`config.mk`:
```
export PLATFORM = sky130hd
export DESIGN_NAME = glyph_color_expand_16bpp_top
export DESIGN_NICKNAME = d
export VERILOG_FILES = /design/src/sv/gce16_pkg.sv /design/src/sv/gce16_front.sv /design/src/sv/gce16_queue.sv /design/src/sv/gce16_back.sv /design/src/sv/glyph_color_expand_16bpp_top.sv
export SDC_FILE = /design/constraint.sdc
export NUM_CORES = 1
export LEC_CHECK = 0
export BUFFER_PORTS_ARGS = -buffer_cell sky130_fd_sc_hd__buf_2
export CAP_MARGIN = 20
export CORE_MARGIN = 2
export CORE_UTILIZATION = 45
export CTS_CLUSTER_DIAMETER = 120
export DETAILED_ROUTE_END_ITERATION = 10
export PLACE_DENSITY = 0.65
export SKIP_CTS_REPAIR_TIMING = 1
export SYNTH_ARGS = -nofsm -noshare
export SYNTH_HDL_FRONTEND = slang
export SYNTH_SLANG_ARGS = --single-unit
```
`constraint.sdc`:
```
create_clock -name clk_i -period 15.5 [get_ports clk_i]
set_input_delay 1.55 -clock clk_i [delete_from_list [all_inputs] [get_ports clk_i]]
set_output_delay 1.55 -clock clk_i [all_outputs]
set_load 0.03 [all_outputs]
```
`src/sv/gce16_pkg.sv`:
```
// Shared types and constants for the 16bpp glyph color expander.
// Used by every module of the block; depends on nothing else.
`default_nettype none

package gce16_pkg;

  // Configuration register indexes.
  typedef enum logic [1:0] {
    REG_FRAME_BASE   = 2'd0,
    REG_LINE_BYTES   = 2'd1,
    REG_WIDTH_SELECT = 2'd2,
    REG_FONT_HEIGHT  = 2'd3
  } cfg_reg_e;

  localparam int unsigned CfgIdxW  = 2;
  localparam int unsigned CfgDataW = 32;

  localparam logic [31:0] FrameBaseRst   = 32'd0;
  localparam logic [14:0] LineBytesRst   = 15'd2048;
  localparam logic [1:0]  WidthSelectRst = 2'd1;
  localparam logic [5:0]  FontHeightRst  = 6'd16;

  typedef struct packed {
    logic [31:0] frame_base;
    logic [14:0] line_bytes;
    logic [1:0]  width_select;
    logic [5:0]  font_height;
  } cfg_t;

  typedef struct packed {
    logic [7:0]  cell_col;
    logic [6:0]  cell_row;
    logic [4:0]  glyph_line;
    logic [15:0] glyph_bits;
    logic [15:0] fg_color;
    logic [15:0] bg_color;
  } in_item_t;

  typedef struct packed {
    logic [31:0] byte_addr;
    logic [31:0] pixel_pair;
    logic        last_word;
  } out_item_t;

  // One classified glyph line waiting for the back end.
  typedef struct packed {
    logic [31:0] base_addr;
    logic [1:0]  width_select;
    logic [15:0] glyph_bits;
    logic [15:0] fg_color;
    logic [15:0] bg_color;
  } line_entry_t;

endpackage

`default_nettype wire

```
`src/sv/gce16_front.sv`:
```
// Front end: accepts glyph lines and computes the start byte address in two stages.
// Depends on gce16_pkg.
`default_nettype none

module gce16_front (
  input  logic                  clk_i,
  input  logic                  rst_ni,
  input  gce16_pkg::cfg_t       cfg_i,
  input  logic                  in_valid_i,
  input  gce16_pkg::in_item_t   in_item_i,
  output logic                  push_o,
  output gce16_pkg::line_entry_t entry_o,
  output logic [1:0]            inflight_o
);
  import gce16_pkg::*;

  logic        s1_valid_q;
  logic [13:0] line_idx_q, line_idx_d;
  logic [12:0] col_off_q, col_off_d;
  logic [15:0] bits_q, fg_q, bg_q;
  logic [1:0]  ws_q;

  logic        s2_valid_q;
  line_entry_t entry_q, entry_d;

  logic [12:0] row_mul;
  logic [10:0] col_mul;
  logic [28:0] line_prod;

  // Stage one: scan line index and column byte offset (col * width * 2).
  always_comb begin
    row_mul    = 13'({6'b0, in_item_i.cell_row} * {7'b0, cfg_i.font_height});
    line_idx_d = {1'b0, row_mul} + {9'b0, in_item_i.glyph_line};
    col_mul    = {3'b0, in_item_i.cell_col} * {8'b0, ({1'b0, cfg_i.width_select} + 3'd1)};
    col_off_d  = {col_mul[9:0], 3'b000};
  end

  // Stage two: scale by the line pitch and add the frame base.
  always_comb begin
    line_prod              = 29'({15'b0, line_idx_q} * {14'b0, cfg_i.line_bytes});
    entry_d.base_addr      = cfg_i.frame_base + {3'b0, line_prod} + {19'b0, col_off_q};
    entry_d.width_select   = ws_q;
    entry_d.glyph_bits     = bits_q;
    entry_d.fg_color       = fg_q;
    entry_d.bg_color       = bg_q;
  end

  always_ff @(posedge clk_i or negedge rst_ni) begin
    if (!rst_ni) begin
      s1_valid_q <= 1'b0;
      s2_valid_q <= 1'b0;
    end else begin
      s1_valid_q <= in_valid_i;
      s2_valid_q <= s1_valid_q;
    end
  end

  always_ff @(posedge clk_i) begin
    line_idx_q <= line_idx_d;
    col_off_q  <= col_off_d;
    bits_q     <= in_item_i.glyph_bits;
    fg_q       <= in_item_i.fg_color;
    bg_q       <= in_item_i.bg_color;
    ws_q       <= cfg_i.width_select;
    entry_q    <= entry_d;
  end

  assign push_o     = s2_valid_q;
  assign entry_o    = entry_q;
  assign inflight_o = {1'b0, s1_valid_q} + {1'b0, s2_valid_q};

endmodule

`default_nettype wire

```
`src/sv/gce16_queue.sv`:
```
// Line queue between front and back ends; reserves room for lines still in the front pipe.
// Depends on gce16_pkg.
`default_nettype none

module gce16_queue #(
  parameter int unsigned Depth = 4
) (
  input  logic                   clk_i,
  input  logic                   rst_ni,
  input  logic                   push_i,
  input  gce16_pkg::line_entry_t entry_i,
  input  logic [1:0]             inflight_i,
  output logic                   full_o,
  input  logic                   pop_i,
  output gce16_pkg::line_entry_t head_o,
  output logic                   empty_o
);
  import gce16_pkg::*;

  localparam int unsigned PtrW = (Depth > 1) ? $clog2(Depth) : 1;
  localparam int unsigned CntW = $clog2(Depth + 1);

  line_entry_t          entries_q [Depth];
  logic [PtrW-1:0]      wr_ptr_q, wr_ptr_d, rd_ptr_q, rd_ptr_d;
  logic [CntW-1:0]      cnt_q, cnt_d;
  logic [CntW+1:0]      committed;

  always_comb begin
    wr_ptr_d = wr_ptr_q;
    rd_ptr_d = rd_ptr_q;
    if (push_i) begin
      wr_ptr_d = (wr_ptr_q == PtrW'(Depth - 1)) ? '0 : wr_ptr_q + PtrW'(1);
    end
    if (pop_i) begin
      rd_ptr_d = (rd_ptr_q == PtrW'(Depth - 1)) ? '0 : rd_ptr_q + PtrW'(1);
    end
    cnt_d = cnt_q + CntW'(push_i) - CntW'(pop_i);
  end

  always_ff @(posedge clk_i or negedge rst_ni) begin
    if (!rst_ni) begin
      wr_ptr_q <= '0;
      rd_ptr_q <= '0;
      cnt_q    <= '0;
    end else begin
      wr_ptr_q <= wr_ptr_d;
      rd_ptr_q <= rd_ptr_d;
      cnt_q    <= cnt_d;
    end
  end

  always_ff @(posedge clk_i) begin
    if (push_i) begin
      entries_q[wr_ptr_q] <= entry_i;
    end
  end

  // The front pipe never stalls, so a new transaction needs a slot for
  // every line already inside it.
  assign committed = {2'b0, cnt_q} + {{CntW{1'b0}}, inflight_i};
  assign full_o    = committed >= (CntW+2)'(Depth);
  assign head_o    = entries_q[rd_ptr_q];
  assign empty_o   = (cnt_q == '0);

endmodule

`default_nettype wire

```
`src/sv/gce16_back.sv`:
```
// Back end: expands one queued glyph line into 32-bit pixel pair words, one per cycle unless the result side stalls.
// Depends on gce16_pkg.
`default_nettype none

module gce16_back (
  input  logic                   clk_i,
  input  logic                   rst_ni,
  input  gce16_pkg::line_entry_t head_i,
  input  logic                   q_empty_i,
  output logic                   q_pop_o,
  output logic                   empty_o,
  input  logic                   pop_i,
  output gce16_pkg::out_item_t   out_item_o
);
  import gce16_pkg::*;

  logic [2:0]  word_q, word_d;
  logic        out_valid_q, out_valid_d;
  out_item_t   out_q, out_d;
  logic        load;
  logic        is_last;
  logic [15:0] bits_sh;
  logic [15:0] left_px, right_px;

  assign load    = !q_empty_i && (!out_valid_q || pop_i);
  assign is_last = (word_q == {head_i.width_select, 1'b1});

  always_comb begin
    bits_sh           = head_i.glyph_bits << {word_q, 1'b0};
    left_px           = bits_sh[15] ? head_i.fg_color : head_i.bg_color;
    right_px          = bits_sh[14] ? head_i.fg_color : head_i.bg_color;
    out_d.byte_addr   = head_i.base_addr + {27'b0, word_q, 2'b00};
    out_d.pixel_pair  = {right_px, left_px};
    out_d.last_word   = is_last;
  end

  always_comb begin
    word_d      = word_q;
    out_valid_d = out_valid_q;
    if (pop_i) begin
      out_valid_d = 1'b0;
    end
    if (load) begin
      out_valid_d = 1'b1;
      word_d      = is_last ? 3'd0 : word_q + 3'd1;
    end
  end

  always_ff @(posedge clk_i or negedge rst_ni) begin
    if (!rst_ni) begin
      word_q      <= 3'd0;
      out_valid_q <= 1'b0;
    end else begin
      word_q      <= word_d;
      out_valid_q <= out_valid_d;
    end
  end

  always_ff @(posedge clk_i) begin
    if (load) begin
      out_q <= out_d;
    end
  end

  assign q_pop_o    = load && is_last;
  assign empty_o    = !out_valid_q;
  assign out_item_o = out_q;

endmodule

`default_nettype wire

```
`src/sv/glyph_color_expand_16bpp_top.sv`:
```
// Top level of the 16bpp glyph color expander: configuration registers and the
// front end, line queue and back end. Depends on gce16_pkg and the gce16_* modules.
//
//   channel   handshake            payload
//   input     push_i / full_o      in_data_i  (in_item_t)
//   result    empty_o / pop_i      out_data_o (out_item_t)
//   config    cfg_we_i             cfg_idx_i, cfg_wdata_i
//
// The back end writes one word per cycle into its output register unless the result
// side stalls, so a glyph line gives 2, 4, 6 or 8 words for font widths 4, 8, 12 and 16.
// The first word passes through the two address stages, the queue write and the output
// register in that order before it can be taken. Reset loads the documented register
// values and empties every stage.
// A stalled result side fills the queue, then raises full_o.
`default_nettype none

module glyph_color_expand_16bpp_top #(
  parameter int unsigned QueueDepth = 4
) (
  input  logic                                clk_i,
  input  logic                                rst_ni,
  input  logic                                push_i,
  output logic                                full_o,
  input  gce16_pkg::in_item_t                 in_data_i,
  output logic                                empty_o,
  input  logic                                pop_i,
  output gce16_pkg::out_item_t                out_data_o,
  input  logic                                cfg_we_i,
  input  logic [gce16_pkg::CfgIdxW-1:0]       cfg_idx_i,
  input  logic [gce16_pkg::CfgDataW-1:0]      cfg_wdata_i
);
  import gce16_pkg::*;

  cfg_t        cfg_q;
  logic        accept;
  logic        q_push, q_pop, q_empty;
  logic [1:0]  inflight;
  line_entry_t q_entry, q_head;

  always_ff @(posedge clk_i or negedge rst_ni) begin
    if (!rst_ni) begin
      cfg_q.frame_base   <= FrameBaseRst;
      cfg_q.line_bytes   <= LineBytesRst;
      cfg_q.width_select <= WidthSelectRst;
      cfg_q.font_height  <= FontHeightRst;
    end else if (cfg_we_i) begin
      unique case (cfg_reg_e'(cfg_idx_i))
        REG_FRAME_BASE:   cfg_q.frame_base   <= cfg_wdata_i;
        REG_LINE_BYTES:   cfg_q.line_bytes   <= cfg_wdata_i[14:0];
        REG_WIDTH_SELECT: cfg_q.width_select <= cfg_wdata_i[1:0];
        REG_FONT_HEIGHT:  cfg_q.font_height  <= cfg_wdata_i[5:0];
        default: ;
      endcase
    end
  end

  assign accept = push_i && !full_o;

  gce16_front u_front (
    .clk_i      (clk_i),
    .rst_ni     (rst_ni),
    .cfg_i      (cfg_q),
    .in_valid_i (accept),
    .in_item_i  (in_data_i),
    .push_o     (q_push),
    .entry_o    (q_entry),
    .inflight_o (inflight)
  );

  gce16_queue #(
    .Depth (QueueDepth)
  ) u_queue (
    .clk_i      (clk_i),
    .rst_ni     (rst_ni),
    .push_i     (q_push),
    .entry_i    (q_entry),
    .inflight_i (inflight),
    .full_o     (full_o),
    .pop_i      (q_pop),
    .head_o     (q_head),
    .empty_o    (q_empty)
  );

  gce16_back u_back (
    .clk_i      (clk_i),
    .rst_ni     (rst_ni),
    .head_i     (q_head),
    .q_empty_i  (q_empty),
    .q_pop_o    (q_pop),
    .empty_o    (empty_o),
    .pop_i      (pop_i),
    .out_item_o (out_data_o)
  );

endmodule

`default_nettype wire

```
### Word-level counts from Yosys, hierarchy flattened

Memory sizes are Yosys's and may differ from the RTL's.
Cells that the tools add are included.

* muxes and demuxes: 9
* add/sub/neg operators: 12
* equal/unequal tests: 6
* divide/modulo/power cells: 0
* reduce and logical (&&, ||, !) cells: 14
* bitwise gates (word level): 0
* order comparisons: 1
* shifts and indexed selects: 1
* multiply operators: 3

Operators by type and width (count)
* $add A32 B13 Y32: 1
* $add A32 B29 Y32: 1
* $add A32 B5 Y32: 1
* $mux W16: 2
* $mul A14 B15 Y29: 1
* $shl A16 B4 Y16: 1
* $add A13 B5 Y14: 1
* $mul A7 B6 Y13: 1
* $mul A8 B3 Y10: 1
* $eq A2 B2 Y1 const B: 4
* $reduce_and A2 Y1: 4
* $ge A5 B3 Y1 const B: 1
* $add A2 B1 Y2 const B: 2
* $add A3 B2 Y4: 1
* $mux W1: 4
* $mux W2: 2
* $add A2 B1 Y3 const B: 1
* $add A3 B1 Y3: 1
* $add A3 B1 Y3 const B: 1
* $eq A3 B3 Y1: 1
* $logic_and A1 B1 Y1: 3
* $logic_not A1 Y1: 3
* $logic_not A3 Y1: 1
* $mux W3: 1
* other kinds (6): 6

* bits in writable memories: 328
* latch bits: 0
* flip-flop bits (word level): 289
* output and inout bits: 67
* memories: 1
* memory bits (read-only): 0

Memory list
* u_queue.entries_q: words 4, bits a word 82, read ports 1, clocked after Yosys merged registers in 0, write ports 1, RTL line gce16_queue.sv:23 `line_entry_t entries_q [Depth];`

### Logic depth before layout (Yosys ltp)

* depth in word-level cells: 5
* gate-level depth with buffers: 23
* gate-level depth less buffers: 21

### Cells and area by module

Synthesis repeated with hierarchy kept, for this count alone.

* cell total of the unflattened synthesis: 2195
* area total of the unflattened synthesis: 31620.3 µm²

By module, submodules not included
* gce16_front: area an instance 13860.8 µm², seq. area each 3173.0 µm², cells an instance 1397, times used 1
* gce16_queue: area an instance 12258.0 µm², seq. area each 10024.6 µm², cells an instance 465, times used 1
* gce16_back: area an instance 3417.0 µm², seq. area each 2052.0 µm², cells an instance 214, times used 1
* glyph_color_expand_16bpp_top: area an instance 2084.5 µm², seq. area each 1380.1 µm², cells an instance 119, times used 1

### Worst setup path before layout

No wires, ideal clock.

* path kind: in2reg
* start point: input port pop_i
* end point: register u_queue.cnt_q[2]
* stages on the path: 10
* library setup time: 0.122 ns
* arrival time: 6.612 ns
* buffers on the path: 0
* setup slack: 8.766 ns
* path through: inv_1 > a21oi_1 > nand2_1 > inv_1 > ha_1 > inv_1 > ha_1 > inv_1 > fa_1 > xor2_1

* longest elaborated chain between the ends: 4

Ends and longest elaborated chain
* from (decl): RTL line glyph_color_expand_16bpp_top.sv:26 `input logic pop_i,`
* $logic_or A1 B1 Y1: RTL line gce16_back.sv:25 `assign load = !q_empty_i && (!out_valid_q || pop_i);`
* $logic_and A1 B1 Y1: RTL line gce16_back.sv:25
* net u_back.load: RTL line gce16_back.sv:20 `logic load;`
* $logic_and A1 B1 Y1: RTL line gce16_back.sv:65 `assign q_pop_o = load && is_last;`
* net q_pop: RTL line glyph_color_expand_16bpp_top.sv:36 `logic q_push, q_pop, q_empty;`
* $sub A3 B1 Y3: RTL line gce16_queue.sv:37 `cnt_d = cnt_q + CntW'(push_i) - CntW'(pop_i);`
* net u_queue.cnt_d[2]: RTL line gce16_queue.sv:25 `logic [CntW-1:0] cnt_q, cnt_d;`
* to (signal assigned): RTL line gce16_queue.sv:48 `cnt_q <= cnt_d;`
* to (decl): RTL line gce16_queue.sv:25

The timed path passes the listed nets, and every way through them passes these cells.
A chain may end at the register's enable or synchronous reset.

==> run_results.csv <==
group,metric,value,unit
synthesis,syn-cell-area,31400,sq um
floorplan,initial_core_util,0.457,
synthesis,synth_top_cell_area_share,0.375,
synthesis,syn_area_per_cell,14.2,sq um
worst_setup_path,reg2reg_from,"cfg_q[18]",
outcome,status,"finished, final reports clean",
worst_setup_path,path_class,"reg2reg",
worst_setup_path,worst_r2r_endpoint,"u_front.entry_o[79]",
synthesis,ys_types,67,
final_layout,drive_gt1_frac,0.180,
worst_setup_path,cp.arrival,6.78,ns
floorplan,core.rowCount,96,
global_route,grt_usage,0.173,
floorplan,die_w,268,um
global_route,antenna_found_initial,0,
placed_design,numPortBuffers,173,
timing,finalCriticalPeriod,6.30,ns
detailed_routing,top_layer,"met4",
detailed_routing,wl_per_cell,17.9,um
final_layout,layout_common_cells,"edfxtp_1 (393), inv_1 (329), fa_1 (225)",
worst_setup_path,crit_chain,"and2_1 -> fa_1 -> inv_1 -> fa_1 -> inv_1 -> fa_1 -> fa_1 -> fa_1 -> inv_1 -> fa_1 -> inv_1 -> ha_1 -> a21oi_1 -> o21ai_0 -> a21oi_1 -> a31oi_1 -> a221oi_1 -> o41ai_1 -> xor2_1",
detailed_routing,vias_per_cell,5.00,
worst_setup_path,cp-start-kind,"flip-flop",
synthesis,yosysWarnings,0,
worst_setup_path,critPathMostFrequentCell,"fa_1",
detailed_routing,dr_wl_met3,2500,um
placed_design,hpwl,42700,um
cts,cts_inserted_buffers,61,
cts,cts.sinks,617,
worst_setup_path,cp_slowest_cell,"dfrtp_1",
cts,cts_tree,"built",
worst_setup_path,cpPeakStageDelay,0.59,ns
timing,fmax,159,MHz
detailed_routing,drc,0,
timing,fin_setup_tns,0,ns
timing,rsz0062_at_grt,"no",
final_layout,finish.net_count,2881,
worst_setup_path,worstPathRequired,15.98,ns
floorplan,die_area,72000,sq um
worst_hold_path,worstHoldStart,"u_front.bg_q[13]",
floorplan,coreArea,68800,sq um
placed_design,gp_congestion,0.856,
synthesis,ys_seq_area_frac,0.529,
global_route,grt_pass1_wl,97300,um
worst_hold_path,min_path_cells,0,
cts,cts_root_buf,"clkbuf_16",
final_layout,antenna_cells,0,
detailed_routing,via_count,16879,
cts,clk_latency,0.64,ns
timing,slew_viol_final,0,
global_route,grt_max_degree,69,
worst_setup_path,critPathMaxFanout,15,
synthesis,syn-num-nets,2706,
timing,finalHoldViolCount,0,
final_layout,area_delta_synth_final,12.1,%
detailed_routing,drt-total-wl,60300,um
cts,clk_path_buf_depth,3,
synthesis,ys.flop_type,"edfxtp_1",
detailed_routing,wirelength_met1,26000,um
detailed_routing,firstDrtPassIters,5,
synthesis,yosys.area.top_type,"edfxtp_1",
timing,finalCritPeriodShare,0.406,
synthesis,async_flop_share,0.110,
timing,skew,0.0316,ns
worst_setup_path,crit_path_start,"cfg_q[18]",
worst_setup_path,setup.worst_path.end_class,"flip-flop",
synthesis,synth-edff-count,393,
detailed_routing,wl_met2,30600,um
cts,clkTransAtPathRegs,0.06,ns
synthesis,syn_inst,2216,
global_route,grt_pass1_vias,18187,
final_layout,layout_commonest_cell,"edfxtp_1",
worst_setup_path,regToRegSetupSlack,9.20,ns
detailed_routing,postRouteAntennaNets,0,
timing,relSlewSlack,0.363,
worst_hold_path,hold_class,"reg2reg",
global_route,gr-total-overflow,0,
floorplan,die_y,268,um
worst_setup_path,reg2regPathDepth,19,
final_layout,fillers,5797,
timing,worstMarginPinSlew,0.955,ns
timing,setup_viol,0,
synthesis,ys_ff_latch,617,
run,maxCapViolCount,0,
floorplan,ios,174,
detailed_routing,dr.first_iter.drc_count,912,
worst_setup_path,endpoint,"u_front.entry_o[79]",
synthesis,synth_area_leaders,"edfxtp_1 (38%), fa_1 (14%), dfxtp_1 (9.9%), ha_1 (6.3%), dfrtp_1 (5.2%)",
cts,h-tree-depth,2,
-- worst min path at each step --
stage	end	slack [ns]
global route	u_front.entry_o[46]	0.33
CTS	u_front.entry_o[13]	0.31
finish	u_front.entry_o[13]	0.31
global placement	u_front.entry_o[0]	0.31
floorplan	u_front.entry_o[0]	0.31
detailed placement	u_front.entry_o[44]	0.31
-- sequential cells by signal (all words and copies together), names as in the netlist, 3 cells and up --
name / flops
u_front.col_off_q: 10
u_front.bg_q: 16
u_front.entry_o: 82
u_queue.cnt_q: 3
cfg_q: 55
u_front.line_idx_q: 14
u_queue.entries_q: 328
u_back.out_item_o: 65
u_back.word_q: 3
u_front.fg_q: 16
u_front.bits_q: 16
-- through the flow --
step / hold WS [ns] / utilization / cells / setup slack (ns) / area, sq um
2_1_floorplan: 0.310 / - / 2216 / 8.77 / 31400
3_3_place_gp: 0.311 / 0.482 / 3259 / 9.39 / 33200
3_5_place_dp: 0.313 / 0.482 / 3259 / 9.21 / 33200
4_1_cts: 0.307 / 0.512 / 3375 / 9.22 / 35200
5_1_grt: 0.330 / 0.512 / 3375 / 8.82 / 35200
6_report: 0.314 / 0.512 / 3375 / 9.20 / 35200
-- critical path, delay by kind of cell, from the launching register on --
kind	cells	cell delay (ns)
adders and majority gates	7	3.42
AOI/OAI and AO/OA	6	1.52
DFF	1	0.59
and+or+nand+nor	1	0.26
buffers and inverters	4	0.22
xor gates and xnor gates	1	0.16
-- cell usage after synthesis (13+ instances only) --
cell type and count:
a21o_1 15, a21oi_1 40, and2_1 153, clkbuf_1 49, dfrtp_1 65, dfxtp_1 156, edfxtp_1 393, fa_1 225
ha_1 158, inv_1 329, mux2_2 80, mux4_1 20, mux4_2 66, nand2_1 178, nand3_1 13, nor2_1 31
o21ai_0 42, xnor2_1 43, xor2_1 30
-- cell type report --
| class | count | area, sq um | share of cell area |
|---|---|---|---|
| clock buffer | 82 | 1650 | 0.0467 |
| clock inverter | 34 | 429 | 0.0122 |
| inverter | 329 | 1230 | 0.0351 |
| multi-input combinational | 1201 | 13200 | 0.374 |
| sequential | 617 | 16600 | 0.472 |
| tap | 931 | 1160 | 0.0331 |
| timing repair buffer | 181 | 928 | 0.0264 |
-- layer usage --
metal  vias to the layer above  global-route usage
li1                       7869                   -
met1                      8577               0.223
met2                       340               0.307
met3                        93              0.0255
met4                         0              0.0429
met5                         -                   0
-- logic make-up (layout without fill, tap and decap cells) --
logic type,Yosys count,in the layout,share of synthesized area
flops,617,617,0.529
xor+xnor,73,73,0.0203
mux,168,168,0.0941
buf+inv,398,626,0.0521
compound gates,144,144,0.0282
fa+ha+maj,383,383,0.206
simple gates,433,433,0.0700
Power is left out: the tool's default activity adds up to more than one toggle a clock period on the data nets, which glitch-free logic cannot reach.
